==> config.mk <==
export PLATFORM = sky130hd
export DESIGN_NAME = key_mouse_command_frame_parser_core
export DESIGN_NICKNAME = d
export VERILOG_FILES = /design/src/rtl/core/kmcfp_pkg.sv /design/src/rtl/core/kmcfp_front.sv /design/src/rtl/core/kmcfp_queue.sv /design/src/rtl/core/kmcfp_back.sv /design/src/rtl/core/key_mouse_command_frame_parser_core.sv
export SDC_FILE = /design/constraint.sdc
export NUM_CORES = 1
export LEC_CHECK = 0
export ABC_AREA = 0
export BUFFER_PORTS_ARGS = -buffer_cell sky130_fd_sc_hd__buf_2
export CORE_ASPECT_RATIO = 1.4
export CORE_MARGIN = 4
export CORE_UTILIZATION = 40
export CTS_CLUSTER_DIAMETER = 60
export CTS_CLUSTER_SIZE = 12
export DETAILED_ROUTE_END_ITERATION = 8
export PLACE_DENSITY = 0.59
export SYNTH_ARGS = -nofsm -noshare
export SYNTH_HDL_FRONTEND = slang
export SYNTH_SLANG_ARGS = --single-unit
==> constraint.sdc <==
create_clock -name clk -period 10.9 [get_ports clk]
set_input_delay 1.09 -clock clk [delete_from_list [all_inputs] [get_ports clk]]
set_output_delay 1.09 -clock clk [all_outputs]
set_load 0.02 [all_outputs]
==> src/rtl/core/kmcfp_pkg.sv <==
// ----------------------------------------------------------------------------
// kmcfp_pkg
// shared types and constants of the key/mouse command frame parser
// ----------------------------------------------------------------------------
package kmcfp_pkg;

    localparam int unsigned MAX_PAYLOAD_DEF = 8;   // default payload store depth
    localparam int unsigned REPORT_BYTES    = 8;   // payload bytes carried per job
    localparam int unsigned QUEUE_DEPTH     = 2;

    localparam logic [7:0] HDR1         = 8'h57;
    localparam logic [7:0] HDR2         = 8'hAB;
    localparam logic [7:0] CMD_KEYBOARD = 8'h02;
    localparam logic [7:0] CMD_MOUSE    = 8'h05;
    localparam logic [7:0] ACK_LEN      = 8'h01;
    localparam logic [7:0] ACK_STATUS   = 8'h00;
    // constant part of the acknowledgement sum
    localparam logic [7:0] ACK_SUM_BASE = HDR1 + HDR2 + ACK_LEN + ACK_STATUS;
    localparam logic [7:0] HDR_SUM      = HDR1 + HDR2;

    localparam logic [1:0] DEST_KEYBOARD = 2'd0;
    localparam logic [1:0] DEST_MOUSE    = 2'd1;
    localparam logic [1:0] DEST_ACK      = 2'd2;

    localparam logic [3:0] KBD_REPORT_LEN   = 4'd8;
    localparam logic [3:0] MOUSE_REPORT_LEN = 4'd4;
    localparam logic [3:0] ACK_PKT_LEN      = 4'd7;

    typedef enum logic [2:0] {
        PH_HUNT1,
        PH_HUNT2,
        PH_ADDR,
        PH_CMD,
        PH_LEN,
        PH_DATA,
        PH_SUM
    } phase_t;

    typedef enum logic [2:0] {
        ACK_B_HDR1,
        ACK_B_HDR2,
        ACK_B_ADDR,
        ACK_B_CMD,
        ACK_B_LEN,
        ACK_B_STATUS,
        ACK_B_SUM
    } ack_pos_t;

    // one accepted frame waiting to be emitted
    typedef struct packed {
        logic                        is_mouse;
        logic [7:0]                  address;
        logic [7:0]                  command;
        logic [REPORT_BYTES-1:0][7:0] data;   // already zeroed past the length
    } job_t;

    typedef struct packed {
        logic full;
        logic not_empty;
    } queue_status_t;

endpackage

==> src/rtl/core/kmcfp_front.sv <==
// ----------------------------------------------------------------------------
// kmcfp_front
// frame hunter and field capture, pushes good frames as jobs
// ----------------------------------------------------------------------------
module kmcfp_front #(
    parameter int unsigned MAX_PAYLOAD = kmcfp_pkg::MAX_PAYLOAD_DEF
) (
    input  logic                     clk,
    input  logic                     rst_n,
    input  logic                     in_valid,
    output logic                     in_ready,
    input  logic [7:0]               rx_byte,
    input  kmcfp_pkg::queue_status_t q_status,
    output logic                     push,
    output kmcfp_pkg::job_t          push_job
);

    localparam int unsigned CW = $clog2(MAX_PAYLOAD + 1);
    localparam int unsigned IW = $clog2(MAX_PAYLOAD);

    kmcfp_pkg::phase_t phase_reg, phase_next;
    logic [7:0]        addr_reg, addr_next;
    logic [7:0]        cmd_reg, cmd_next;
    logic [CW-1:0]     len_reg, len_next;
    logic [CW-1:0]     count_reg, count_next;
    logic [7:0]        sum_reg, sum_next;
    logic [7:0]        store_reg [MAX_PAYLOAD];

    logic          take;
    logic          sum_ok;
    logic          known_cmd;
    logic          store_wr;
    logic          store_clr;
    logic [CW-1:0] count_inc;

    assign in_ready  = !((phase_reg == kmcfp_pkg::PH_SUM) && q_status.full);
    assign take      = in_valid && in_ready;
    assign sum_ok    = (rx_byte == sum_reg);
    assign known_cmd = (cmd_reg == kmcfp_pkg::CMD_KEYBOARD) || (cmd_reg == kmcfp_pkg::CMD_MOUSE);
    assign count_inc = count_reg + CW'(1);

    // next phase
    always_comb
    begin
        phase_next = phase_reg;
        if (take)
        begin
            case (phase_reg)
                kmcfp_pkg::PH_HUNT1:
                begin
                    if (rx_byte == kmcfp_pkg::HDR1)
                        phase_next = kmcfp_pkg::PH_HUNT2;
                end
                kmcfp_pkg::PH_HUNT2:
                begin
                    phase_next = (rx_byte == kmcfp_pkg::HDR2) ? kmcfp_pkg::PH_ADDR
                                                               : kmcfp_pkg::PH_HUNT1;
                end
                kmcfp_pkg::PH_ADDR: phase_next = kmcfp_pkg::PH_CMD;
                kmcfp_pkg::PH_CMD:  phase_next = kmcfp_pkg::PH_LEN;
                kmcfp_pkg::PH_LEN:
                begin
                    if (rx_byte > 8'(MAX_PAYLOAD))
                        phase_next = kmcfp_pkg::PH_HUNT1;
                    else if (rx_byte == 8'd0)
                        phase_next = kmcfp_pkg::PH_SUM;
                    else
                        phase_next = kmcfp_pkg::PH_DATA;
                end
                kmcfp_pkg::PH_DATA:
                begin
                    if (count_inc >= len_reg)
                        phase_next = kmcfp_pkg::PH_SUM;
                end
                default: phase_next = kmcfp_pkg::PH_HUNT1;
            endcase
        end
    end

    // field capture and job output
    always_comb
    begin
        addr_next  = addr_reg;
        cmd_next   = cmd_reg;
        len_next   = len_reg;
        count_next = count_reg;
        sum_next   = sum_reg;
        store_wr   = 1'b0;
        store_clr  = 1'b0;
        push       = 1'b0;
        if (take)
        begin
            case (phase_reg)
                kmcfp_pkg::PH_HUNT2:
                begin
                    if (rx_byte == kmcfp_pkg::HDR2)
                    begin
                        store_clr  = 1'b1;
                        count_next = '0;
                        len_next   = '0;
                        sum_next   = kmcfp_pkg::HDR_SUM;
                    end
                end
                kmcfp_pkg::PH_ADDR:
                begin
                    addr_next = rx_byte;
                    sum_next  = sum_reg + rx_byte;
                end
                kmcfp_pkg::PH_CMD:
                begin
                    cmd_next = rx_byte;
                    sum_next = sum_reg + rx_byte;
                end
                kmcfp_pkg::PH_LEN:
                begin
                    // a length past the store aborts the frame, so truncation is harmless
                    len_next   = rx_byte[CW-1:0];
                    sum_next   = sum_reg + rx_byte;
                    count_next = '0;
                end
                kmcfp_pkg::PH_DATA:
                begin
                    store_wr   = (count_reg < CW'(MAX_PAYLOAD));
                    sum_next   = sum_reg + rx_byte;
                    count_next = count_inc;
                end
                kmcfp_pkg::PH_SUM:
                begin
                    push = sum_ok && known_cmd;
                end
                default:
                begin
                    push = 1'b0;
                end
            endcase
        end
    end

    always_comb
    begin
        push_job.is_mouse = (cmd_reg == kmcfp_pkg::CMD_MOUSE);
        push_job.address  = addr_reg;
        push_job.command  = cmd_reg;
        for (int i = 0; i < int'(kmcfp_pkg::REPORT_BYTES); i++)
        begin
            if ((i < int'(MAX_PAYLOAD)) && (CW'(i) < len_reg))
                push_job.data[i] = store_reg[i % MAX_PAYLOAD];
            else
                push_job.data[i] = 8'h00;
        end
    end

    always_ff @(posedge clk or negedge rst_n)
    begin
        if (!rst_n)
        begin
            phase_reg <= kmcfp_pkg::PH_HUNT1;
            addr_reg  <= '0;
            cmd_reg   <= '0;
            len_reg   <= '0;
            count_reg <= '0;
            sum_reg   <= '0;
        end
        else
        begin
            phase_reg <= phase_next;
            addr_reg  <= addr_next;
            cmd_reg   <= cmd_next;
            len_reg   <= len_next;
            count_reg <= count_next;
            sum_reg   <= sum_next;
        end
    end

    always_ff @(posedge clk or negedge rst_n)
    begin
        if (!rst_n)
        begin
            for (int i = 0; i < int'(MAX_PAYLOAD); i++)
                store_reg[i] <= 8'h00;
        end
        else if (store_clr)
        begin
            for (int i = 0; i < int'(MAX_PAYLOAD); i++)
                store_reg[i] <= 8'h00;
        end
        else if (store_wr)
        begin
            store_reg[count_reg[IW-1:0]] <= rx_byte;
        end
    end

endmodule

==> src/rtl/core/kmcfp_queue.sv <==
// ----------------------------------------------------------------------------
// kmcfp_queue
// short job queue between the frame parser and the byte emitter
// ----------------------------------------------------------------------------
module kmcfp_queue (
    input  logic                     clk,
    input  logic                     rst_n,
    input  logic                     push,
    input  kmcfp_pkg::job_t          push_job,
    input  logic                     pop,
    output kmcfp_pkg::job_t          head_job,
    output kmcfp_pkg::queue_status_t status
);

    localparam int unsigned DEPTH = kmcfp_pkg::QUEUE_DEPTH;
    localparam int unsigned PW    = $clog2(DEPTH);

    kmcfp_pkg::job_t entry_reg [DEPTH];
    logic [PW-1:0]   wr_ptr_reg, wr_ptr_next;
    logic [PW-1:0]   rd_ptr_reg, rd_ptr_next;
    logic [PW:0]     fill_reg, fill_next;

    assign status.full      = (fill_reg == (PW+1)'(DEPTH));
    assign status.not_empty = (fill_reg != '0);
    assign head_job         = entry_reg[rd_ptr_reg];

    always_comb
    begin
        wr_ptr_next = wr_ptr_reg;
        rd_ptr_next = rd_ptr_reg;
        fill_next   = fill_reg;
        if (push)
            wr_ptr_next = (wr_ptr_reg == PW'(DEPTH - 1)) ? '0 : wr_ptr_reg + PW'(1);
        if (pop)
            rd_ptr_next = (rd_ptr_reg == PW'(DEPTH - 1)) ? '0 : rd_ptr_reg + PW'(1);
        if (push && !pop)
            fill_next = fill_reg + (PW+1)'(1);
        else if (pop && !push)
            fill_next = fill_reg - (PW+1)'(1);
    end

    always_ff @(posedge clk or negedge rst_n)
    begin
        if (!rst_n)
        begin
            wr_ptr_reg <= '0;
            rd_ptr_reg <= '0;
            fill_reg   <= '0;
        end
        else
        begin
            wr_ptr_reg <= wr_ptr_next;
            rd_ptr_reg <= rd_ptr_next;
            fill_reg   <= fill_next;
        end
    end

    always_ff @(posedge clk)
    begin
        if (push)
            entry_reg[wr_ptr_reg] <= push_job;
    end

endmodule

==> src/rtl/core/kmcfp_back.sv <==
// ----------------------------------------------------------------------------
// kmcfp_back
// byte emitter: report bytes then the acknowledgement packet
// ----------------------------------------------------------------------------
module kmcfp_back (
    input  logic                     clk,
    input  logic                     rst_n,
    input  kmcfp_pkg::job_t          head_job,
    input  kmcfp_pkg::queue_status_t q_status,
    output logic                     pop,
    output logic                     out_valid,
    input  logic                     out_ready,
    output logic [1:0]               destination,
    output logic [7:0]               out_byte,
    output logic                     packet_end,
    output logic                     run_last
);

    kmcfp_pkg::job_t job_reg;
    logic            busy_reg, busy_next;
    logic [3:0]      idx_reg, idx_next;

    logic [3:0]      rpt_len;
    logic            in_report;
    logic [3:0]      ack_off;
    logic [2:0]      ack_pos;
    logic [2:0]      mouse_idx;
    logic            last_byte;
    logic            out_take;

    assign rpt_len   = job_reg.is_mouse ? kmcfp_pkg::MOUSE_REPORT_LEN
                                        : kmcfp_pkg::KBD_REPORT_LEN;
    assign in_report = (idx_reg < rpt_len);
    assign ack_off   = idx_reg - rpt_len;
    assign ack_pos   = ack_off[2:0];
    assign mouse_idx = idx_reg[2:0] + 3'd1;
    assign last_byte = (ack_off == kmcfp_pkg::ACK_PKT_LEN - 4'd1);
    assign out_take  = out_valid && out_ready;

    assign out_valid = busy_reg;
    assign run_last  = last_byte;
    assign pop       = q_status.not_empty && (!busy_reg || (out_take && last_byte));

    always_comb
    begin
        if (in_report)
        begin
            destination = job_reg.is_mouse ? kmcfp_pkg::DEST_MOUSE : kmcfp_pkg::DEST_KEYBOARD;
            packet_end  = (idx_reg == rpt_len - 4'd1);
            if (job_reg.is_mouse)
                out_byte = job_reg.data[mouse_idx];
            else if (idx_reg == 4'd1)
                out_byte = 8'h00;      // reserved byte of the keyboard report
            else
                out_byte = job_reg.data[idx_reg[2:0]];
        end
        else
        begin
            destination = kmcfp_pkg::DEST_ACK;
            packet_end  = last_byte;
            case (kmcfp_pkg::ack_pos_t'(ack_pos))
                kmcfp_pkg::ACK_B_HDR1:   out_byte = kmcfp_pkg::HDR1;
                kmcfp_pkg::ACK_B_HDR2:   out_byte = kmcfp_pkg::HDR2;
                kmcfp_pkg::ACK_B_ADDR:   out_byte = job_reg.address;
                kmcfp_pkg::ACK_B_CMD:    out_byte = job_reg.command;
                kmcfp_pkg::ACK_B_LEN:    out_byte = kmcfp_pkg::ACK_LEN;
                kmcfp_pkg::ACK_B_STATUS: out_byte = kmcfp_pkg::ACK_STATUS;
                default:
                    out_byte = job_reg.address + job_reg.command + kmcfp_pkg::ACK_SUM_BASE;
            endcase
        end
    end

    always_comb
    begin
        busy_next = busy_reg;
        idx_next  = idx_reg;
        if (pop)
        begin
            busy_next = 1'b1;
            idx_next  = '0;
        end
        else if (out_take)
        begin
            if (last_byte)
                busy_next = 1'b0;
            else
                idx_next = idx_reg + 4'd1;
        end
    end

    always_ff @(posedge clk or negedge rst_n)
    begin
        if (!rst_n)
        begin
            busy_reg <= 1'b0;
            idx_reg  <= '0;
        end
        else
        begin
            busy_reg <= busy_next;
            idx_reg  <= idx_next;
        end
    end

    always_ff @(posedge clk)
    begin
        if (pop)
            job_reg <= head_job;
    end

endmodule

==> src/rtl/core/key_mouse_command_frame_parser_core.sv <==
// ----------------------------------------------------------------------------
// key_mouse_command_frame_parser_core
// serial command frame parser emitting keyboard/mouse reports and acks
// ----------------------------------------------------------------------------
//
//  channel | handshake            | payload
//  --------+----------------------+------------------------------------------
//  in      | in_valid / in_ready  | rx_byte[7:0]
//  out     | out_valid/ out_ready | destination[1:0], out_byte[7:0],
//          |                      | packet_end, run_last
//
//  one received byte is taken per cycle whenever in_ready is high
//  a good keyboard frame yields 15 output words, a mouse frame 11, one per
//  cycle while out_ready is high; the emitter sets the sustained frame rate
//  in_ready drops only on the sum check byte while the job queue is full
//  rst_n clears the parser phase, queue pointers and emitter state at once
//  out_valid holds with a stable word until out_ready takes it
//
// ----------------------------------------------------------------------------
module key_mouse_command_frame_parser_core #(
    parameter int unsigned MAX_PAYLOAD = kmcfp_pkg::MAX_PAYLOAD_DEF
) (
    input  logic       clk,
    input  logic       rst_n,
    input  logic       in_valid,
    output logic       in_ready,
    input  logic [7:0] rx_byte,
    output logic       out_valid,
    input  logic       out_ready,
    output logic [1:0] destination,
    output logic [7:0] out_byte,
    output logic       packet_end,
    output logic       run_last
);

    // parser to queue
    logic                     push;
    kmcfp_pkg::job_t          push_job;
    // queue to emitter
    logic                     pop;
    kmcfp_pkg::job_t          head_job;
    kmcfp_pkg::queue_status_t q_status;

    // front: header hunt, field capture, sum check
    kmcfp_front #(
        .MAX_PAYLOAD (MAX_PAYLOAD)
    ) u_front (
        .clk      (clk),
        .rst_n    (rst_n),
        .in_valid (in_valid),
        .in_ready (in_ready),
        .rx_byte  (rx_byte),
        .q_status (q_status),
        .push     (push),
        .push_job (push_job)
    );

    // decoupling queue of complete frames
    kmcfp_queue u_queue (
        .clk      (clk),
        .rst_n    (rst_n),
        .push     (push),
        .push_job (push_job),
        .pop      (pop),
        .head_job (head_job),
        .status   (q_status)
    );

    // back: report and acknowledgement word sequencer
    kmcfp_back u_back (
        .clk         (clk),
        .rst_n       (rst_n),
        .head_job    (head_job),
        .q_status    (q_status),
        .pop         (pop),
        .out_valid   (out_valid),
        .out_ready   (out_ready),
        .destination (destination),
        .out_byte    (out_byte),
        .packet_end  (packet_end),
        .run_last    (run_last)
    );

endmodule

# Word level (Yosys, flattened, before mapping)
# Memory sizes are Yosys's and may differ from the RTL's. A register that Yosys moved wholly into a read port is not among the register bits.
# Cells that the tools add are included.
# classes
addsub,12
n_lt_le_gt_ge,16
n_eq_ne,24
muxes,55
bitwise_logic,1
n_reduce_logical,35
# ops
op,n
$mux 64,2
$mux 8,15
$bwmux 64,1
$bmux 8 s3,2
$pmux 8 s6,1
$demux 8 s3,1
$mux 4,5
$pmux 3 s6,1
$add 8x8->8,2
$lt 3x4->1 const A,4
$mux 1,16
$pmux 8 s2,1
$eq 3x3->1 const B,5
$reduce_bool 2->1,7
$eq 3x2->1 const B,4
$pmux 4 s3,1
$reduce_and 3->1,4
$mux 2,5
$logic_and 1x1->1,9
$mux 3,3
$add 4x1->4 const B,2
$add 8x2->8 const B,1
$eq 8x2->1 const B,1
$eq 8x3->1 const B,1
other kinds (34),49
# word_totals
ff_bits,108
mem_bits_rw,162
inputBits,12
output_inout_bits,14
wordCells,163
memories,1
# mem_list
name,depth,width,read_ports,rd_ports_with_merged_regs,write_ports,line_no,text
u_queue.entry_reg,2,81,1,1,1,kmcfp_queue.sv:18,kmcfp_pkg::job_t entry_reg [DEPTH];

# Depth between registers and ports, before layout
# Gate-level depths: netlist of the first run.
# logic_depth
depth_word,9
ltp_mapped,15
mapped_depth_nobuf,14

# By module
# A second synthesis of the first run with hierarchy kept.
# hier_totals
cells_unflattened,1083
hier_area_um2,16258.1
# modules_own_cells
mod,instances,cells_each,area_per_inst_um2,seq_area_each_um2
kmcfp_queue,1,268,6433.7,4964.8
kmcfp_front,1,529,5200.0,2477.4
kmcfp_back,1,286,4624.4,2557.5

# Worst setup path before layout of the first run
# Ideal clock, no wire load.
# synth_timing
kind,in2reg
from,in rx_byte[5]
to,"mem u_queue.entry_reg[0][0] (netlist name), enable pin"
setup_ps,720
arrival_ps,10002
t_required_ps,10180
setup_slack_ps,178
stages,5
n_path_buf,0
path_cell_list,ha_1 > or4_1 > nor4_1 > nand4_1 > nor4_1
# synth_via
elab_chain_cells,6
# synth_rtl
element,line_no,text
"start, declared",key_mouse_command_frame_parser_core.sv:27,"input logic [7:0] rx_byte,"
$eq 8x8->1,kmcfp_front.sv:38,assign sum_ok = (rx_byte == sum_reg);
$logic_and 1x1->1,kmcfp_front.sv:129,push = sum_ok && known_cmd;
$mux 1,kmcfp_front.sv:93,case (phase_reg)
$mux 1,kmcfp_front.sv:91,if (take)
$mux 1,kmcfp_queue.sv:60,if (push)
$mux 1 (implied by the code),kmcfp_queue.sv:61,entry_reg[wr_ptr_reg] <= push_job;
"end, declared",kmcfp_queue.sv:18,
# No other way between the ends.

# Worst setup path after layout of the first run
# layout_timing
from,reg u_back.idx_reg[0]
to,out out_byte[4]
# layout_via
elab_chain_cells,5
word_cells_on_any_way,18
classes_between,2 x add/sub; 1 x order compare; 6 x eq/ne; 8 x mux; 1 x reduce/logical
# layout_rtl
element,line_no,text
"start, declared",kmcfp_back.sv:21,"logic [3:0] idx_reg, idx_next;"
"start signal, assigned",kmcfp_back.sv:102,idx_reg <= idx_next;
$add 3x1->3 / $bmux 8 s3 (equally long branches),"kmcfp_back.sv:36, kmcfp_back.sv:55",
$bmux 8 s3 / $mux 8 (equally long branches),"kmcfp_back.sv:51, kmcfp_back.sv:55",
"$mux 8, on equally long branches","kmcfp_back.sv:51, kmcfp_back.sv:52",
$mux 8,kmcfp_back.sv:50,if (job_reg.is_mouse)
$mux 8 (*),kmcfp_back.sv:46,if (in_report)
"end, declared",key_mouse_command_frame_parser_core.sv:31,"output logic [7:0] out_byte,"
# Every way passes the cells marked *; elsewhere a longest branch is shown, timed or not. The select of a mux whose other input is x is not followed.

==> results of run 1 <==
==> critical path: cells and delay by family, from the launching register on <==
family | cells | cell delay (ns)
DFF | 1 | 0.96
AOI/OAI and AO/OA | 2 | 0.39
adders and majority gates | 1 | 1.02
buffers and inverters | 2 | 0.43
muxes | 2 | 0.81
==> worst paths after layout <==
kind | startpoint | endpoint | slack [ns]
max | u_back.idx_reg[0] | out_byte[4] | 5.66
min reg2reg | u_front.store_reg[36] | u_front.store_reg[36] | 0.49
max in group asynchronous | rst_n | u_front.store_reg[40] | 8.99
min in group asynchronous | rst_n | u_back.idx_reg[2] | 0.55
min | u_front.store_reg[36] | u_front.store_reg[36] | 0.49
max reg2reg | u_back.idx_reg[2] | u_back.job_reg[9] | 7.20
==> layer usage <==
metal	vias to the layer above	part of all wire	wire length, µm
li1	3981	-	-
met1	4116	0.46	14900
met2	135	0.48	15500
met3	65	0.026	845
met4	0	0.040	1300
met5	-	0	0
==> metrics by stage <==
stage / hold WS [ns] / area, µm²
2_1_floorplan: 0.438 / 15500
3_3_place_gp: 0.465 / 16200
3_5_place_dp: 0.475 / 16200
4_1_cts: 0.488 / 17200
5_1_grt: 0.494 / 17200
6_report: 0.487 / 17200
==> logic make-up after synthesis <==
family | count (synthesis) | share of synthesized area
compound gates | 124 | 0.0512
xor+xnor | 20 | 0.0113
fa+ha+maj | 34 | 0.0288
buf+inv | 78 | 0.0202
flops | 351 | 0.644
mux | 191 | 0.157
simple gates | 259 | 0.0873
==> cell usage after synthesis, types with 21 or more instances <==
cell	number
mux2i_1	46
dfrtp_1	108
mux4_2	30
ha_1	31
mux2_2	111
nor2b_1	52
edfxtp_1	243
o21ai_0	51
inv_1	25
nor2_1	56
nand2_1	75
clkbuf_1	37
and2_1	21
==> report_power, final <==
group / switching (mW) / total [mW] / internal (mW)
registers: 0.106 / 1.59 / 1.49
logic: 0.313 / 0.598 / 0.285
clock network: 0.458 / 1.08 / 0.619
total: 0.877 / 3.27 / 2.39
==> area by class of cell <==
class,count,area (µm²)
clock inverter,1,11.3
tap,522,653
multi-input combinational,628,5230
clock buffer,52,982
fill,3373,21200
timing repair buffer,37,218
sequential,351,10000
inverter,26,98.8
==> summary.md, run 1 <==
| Metric | Value |
|---|---|
| Status | `finished, final reports clean` |
| Post-CTS sizing | `0` |
| CTS Sinks | `between 300 and 400` |
| Clock transition at path regs | `0.06 ns` |
| CP startpoint kind | `register` |
| Syn_area_per_cell | `~15 µm²` |
| Commonest non-fill, non-tap cell in the layout | `edfxtp_1` |
| Vias per cell | `5.13` |
| Clock Latency Late Sink | `0.51 ns` |
| DR WL/cell | `a little over 20 µm` |
| Number of flip-flops in the largest register | `162` |
| Total power | `3.27 mW` |
| Tcrit/Tclk final | `0.481` |
| Most frequent cells in the layout | `edfxtp_1 (243), mux2_2 (111), dfrtp_1 (106)` |
| Final Skew | `between 0.01 and 0.015 ns` |
| Postcts setup bufs | `0` |
| Cell Pwr Density | `190 nW/µm²` |
| Post-Layout Cell Count | `1617` |
| Worst slew margin | `0.238` |
| Syn. warnings | `0` |
| Slew @ Worst Pin | `between 1 and 1.5 ns` |
| Largest net degree at the start of global routing | `between 80 and 90` |
| GR peak layer | `met2` |
| Maximum clock path buffer count | `3` |
| Crit-path max FO | `38` |
| Global routing usage on met2 | `0.256` |
| Area contributors post-synth | `edfxtp_1 (47%), dfrtp_1 (17%), mux2_2 (8.0%)` |
| RSZ-0062 raised after global routing | `false` |
| Core Util, Final | `0.448` |
| EDFF count, synth | `around 240` |
| CTS tree | `done` |
| Final WS setup | `5.66 ns` |
| Ant diodes | `0` |
| Pins over their slew limit | `0` |
| Leakage Power | `between 6 and 7 nW` |
| Vias in the first global route | `~8600` |
| Share of cells above drive strength 1 | `0.216` |
| H-tree levels | `2` |
| WP data required | `~9.8 ns` |
| Cells on Worst Hold Path | `1` |
| Die X-Extent | `175 µm` |
| Ports | `26` |
| Maxcap violations | `0` |
| Remaining antenna violation count | `0` |
| Placed cells | `around 1600` |
| Critical path type | `register to output port` |
| Die Y | `approximately 240 µm` |
| Area fraction of the dominant cell type after synthesis | `0.470` |
| Port bufs | `25` |
| Starting density of the core | `0.405` |
| Synth cell types | `62` |
| GR Util met3 | `0.0199` |
| WP data arrival | `4.15 ns` |
| Min Tclk post-route | `~5.2 ns` |
| Post-Synthesis Cells | `1057` |
| Cts hold-fix bufs | `0` |
| Post-synth ARST share | `0.308` |
| Die ar. | `between 40000 and 50000 µm²` |
| Min-delay worst type | `register to register` |
| Worst Reg2Reg Path Length in Cells | `12` |
| M1 GR Usage | `0.212` |
| Post-synthesis sequential area ratio | `0.644` |
| Num CTS Buffers | `35` |
| GP Congestion | `0.846` |
| Fin. Hold Viols | `0` |
| Root Driver | `clkbuf_16` |
| CP endpoint kind | `output port` |
| Core footprint | `38400 µm²` |
| Initial antenna violation count | `0` |
| Sequence of cells on the critical path | `inv_1, ha_1, mux4_2, mux2i_1, o22ai_1, a311o_1, buf_2` |
| Rows | `85` |
| FF+latch count, synth | `351` |
| DPL Wire Length | `22700 µm` |
| First-pass GRT wire length | `50900 µm` |
| Slowest cell on the critical path | `ha_1` |
| Final setup fails | `0` |
| Setup WS pre-CTS | `6.15 ns` |
| Crit-path max cell delay | `1.02 ns` |
| Syn nets | `1103` |
| Pre-Repair DR Iteration Count | `4` |
| DRC | `0` |
| Fmax | `191 MHz` |
| Largest area contributor in the synthesized netlist | `edfxtp_1` |
| Nets | `1125` |
| Final wirelength | `between 30000 and 40000 µm` |
| Vias | `8297` |
| Global route overflow | `0` |
| Mapped Area | `between 15000 and 20000 µm²` |
| Area grow syn2layout | `10.7%` |
| GRT Resource Usage Total | `0.156` |
| Worst vdd ir | `107 µV` |
| Final TNS setup | `0 ns` |
| Top_reg_cell synth | `edfxtp_1` |
| Iter 0 DRT Violations | `440` |
No activity file was read; power rests on OpenSTA's default activity.
==> run 2: changes to the inputs <==
==> constraint.sdc (replaced) <==
create_clock -name clk -period 5.4 [get_ports clk]
set_input_delay 0.54 -clock clk [delete_from_list [all_inputs] [get_ports clk]]
set_output_delay 0.54 -clock clk [all_outputs]
set_load 0.02 [all_outputs]
==> summary.md, run 2 (synthesized netlist as in run 1, its figures left out) <==
| Metric | Value |
|---|---|
| GP Congestion | `slightly below 0.9` |
| Leakage Power | `6.12 nW` |
| Share of cells above drive strength 1 | `0.220` |
| Pint | `4.84 mW` |
| Tcrit/Tclk final | `0.750` |
| Starting density of the core | `0.405` |
| Seq pwr share | `0.472` |
| Crit-path max FO | `21` |
| Worst setup path startpoint | `u_back.idx_reg[1]` |
| Switching Fraction | `0.271` |
| Most frequent cells in the layout | `edfxtp_1 (243), mux2_2 (111), dfrtp_1 (106)` |
| Maximum clock path buffer count | `3` |
| Commonest non-fill, non-tap cell in the layout | `edfxtp_1` |
| DR WL/cell | `19.6 µm` |
| Clock transition at path regs | `roughly 0.060 ns` |
| CTS Sinks | `351` |
| Clock share of power | `0.328` |
| WP data required | `4.86 ns` |
| H-tree levels | `2` |
| Iter 0 DRT Violations | `~530` |
| Reg area | `10000 µm²` |
| First-pass GRT wire length | `50500 µm` |
| R2R Path Start | `u_back.idx_reg[2]` |
| Area grow syn2layout | `11.1%` |
| Multi-input logic area | `between 5000 and 6000 µm²` |
| Number of flip-flops in the largest register | `162` |
| Pre-Repair DR Iteration Count | `5` |
| Vias per cell | `5.13` |
| Ant diodes | `0` |
| Setup WS pre-CTS | `~1.5 ns` |
| Fill count | `3350` |
| Vias in the first global route | `8511` |
| Vias | `8331` |
| Final Skew | `0.0147 ns` |
| Status | `finished, final reports clean` |
| WP data arrival | `3.51 ns` |
| Core footprint | `38400 µm²` |
| Die ar. | `between 40000 and 50000 µm²` |
| Port bufs | `25` |
| Reg2reg end | `u_back.job_reg[75]` |
| Maxcap violations | `0` |
| Initial antenna violation count | `0` |
| End of the critical path | `out_byte[7]` |
| Critical path type | `register to output port` |
| Largest net degree at the start of global routing | `82` |
| Worst slew margin | `0.313` |
| Remaining antenna violation count | `0` |
| Final WS setup | `between 1 and 1.5 ns` |
| Worst Reg2Reg Path Length in Cells | `12` |
| RSZ-0062 raised after global routing | `false` |
| DPL Wire Length | `22400 µm` |
| Clock Latency Late Sink | `0.51 ns` |
| DRC | `0` |
| Final TNS setup | `0 ns` |
| Root Driver | `clkbuf_16` |
| CP endpoint kind | `output port` |
| Min Tclk post-route | `4.05 ns` |
| Comb pwr share | `0.200` |
| GRT Resource Usage Total | `0.153` |
| Fin. Hold Viols | `0` |
| Postcts setup bufs | `0` |
| Die X-Extent | `between 150 and 200 µm` |
| Cell Pwr Density | `~380 nW/µm²` |
| Min-delay worst type | `input port to async pin` |
| Cts hold-fix bufs | `0` |
| Ports | `26` |
| Sw Pwr | `1.80 mW` |
| Fmax | `between 200 and 250 MHz` |
| Die Y | `around 240 µm` |
| Num CTS Buffers | `35` |
| Nets | `1129` |
| CTS tree | `done` |
| Rows | `85` |
| Final setup fails | `0` |
| Slew @ Worst Pin | `just over 1 ns` |
| Post-CTS sizing | `0` |
| Flop2flop setup slack | `between 1.5 and 2 ns` |
| Final wirelength | `31900 µm` |
| Worst vdd ir | `213 µV` |
| Pins over their slew limit | `0` |
| CP startpoint kind | `register` |
| Global route overflow | `0` |
[run 2: through the flow]
| step | instances | hold WS (ns) | power, mW | instance area, µm² | util |
|---|---|---|---|---|---|
| after floorplan | 1057 | 0.244 | 4.17 | 15500 | - |
| after global placement | 1568 | 0.459 | 4.51 | 16300 | 0.424 |
| after detailed placement | 1568 | 0.457 | 4.53 | 16300 | 0.424 |
| after CTS | 1623 | 0.136 | 6.72 | 17300 | 0.450 |
| after global routing | 1623 | 0.176 | 6.99 | 17300 | 0.450 |
| final | 1623 | 0.130 | 6.65 | 17300 | 0.450 |
[run 2: worst min-delay path by stage]
stage                                   start                       end  slack (ns)  cells after the start
after floorplan                         rst_n         u_back.idx_reg[0]        0.24                      0
after global placement    u_front.addr_reg[0]  u_queue.entry_reg[0][72]        0.46                      0
after detailed placement  u_front.addr_reg[6]  u_queue.entry_reg[1][78]        0.46                      0
after CTS                               rst_n         u_back.idx_reg[2]        0.14                      1
after global routing                    rst_n         u_back.idx_reg[2]        0.18                      1
final                                   rst_n         u_back.idx_reg[1]        0.13                      1
[run 2: layer usage]
metal / vias up / part of all wire / wire (µm) / GRT usage
met4: 0 / 0.024 / 781 / 0.0493
li1: 3970 / - / - / -
met2: 135 / 0.50 / 16000 / 0.260
met1: 4180 / 0.45 / 14400 / 0.208
met5: - / 0 / 0 / 0
met3: 46 / 0.025 / 786 / 0.0197
[run 2: area by class of cell]
type | instances | share of cell area
Multi-Input combinational cell | 628 | 0.303
Clock buffer | 53 | 0.0571
Timing Repair Buffer | 41 | 0.0158
Tap cell | 522 | 0.0378
Inverter | 26 | 0.00573
Sequential cell | 351 | 0.580
Clock inverter | 2 | 0.000725
[run 2: worst max-delay path, stage by stage (launching register included)]
cell and delay [ns]:
dfrtp_1 0.32, buf_4 0.27, inv_1 0.15, ha_1 0.70, buf_4 0.31, mux4_2 0.52, mux2i_1 0.29, nand2_1 0.09
o21ai_0 0.09, mux2i_1 0.10, buf_2 0.18
[run 2: power groups by stage]
stage                     registers [mW]  clock network (mW)  logic (mW)
after floorplan                     3.12                   0        1.05
after global placement              3.18                   0        1.33
after detailed placement            3.19                   0        1.34
after CTS                           3.13                2.24        1.35
after global routing                3.15                2.36        1.47
final                               3.13                2.18        1.33
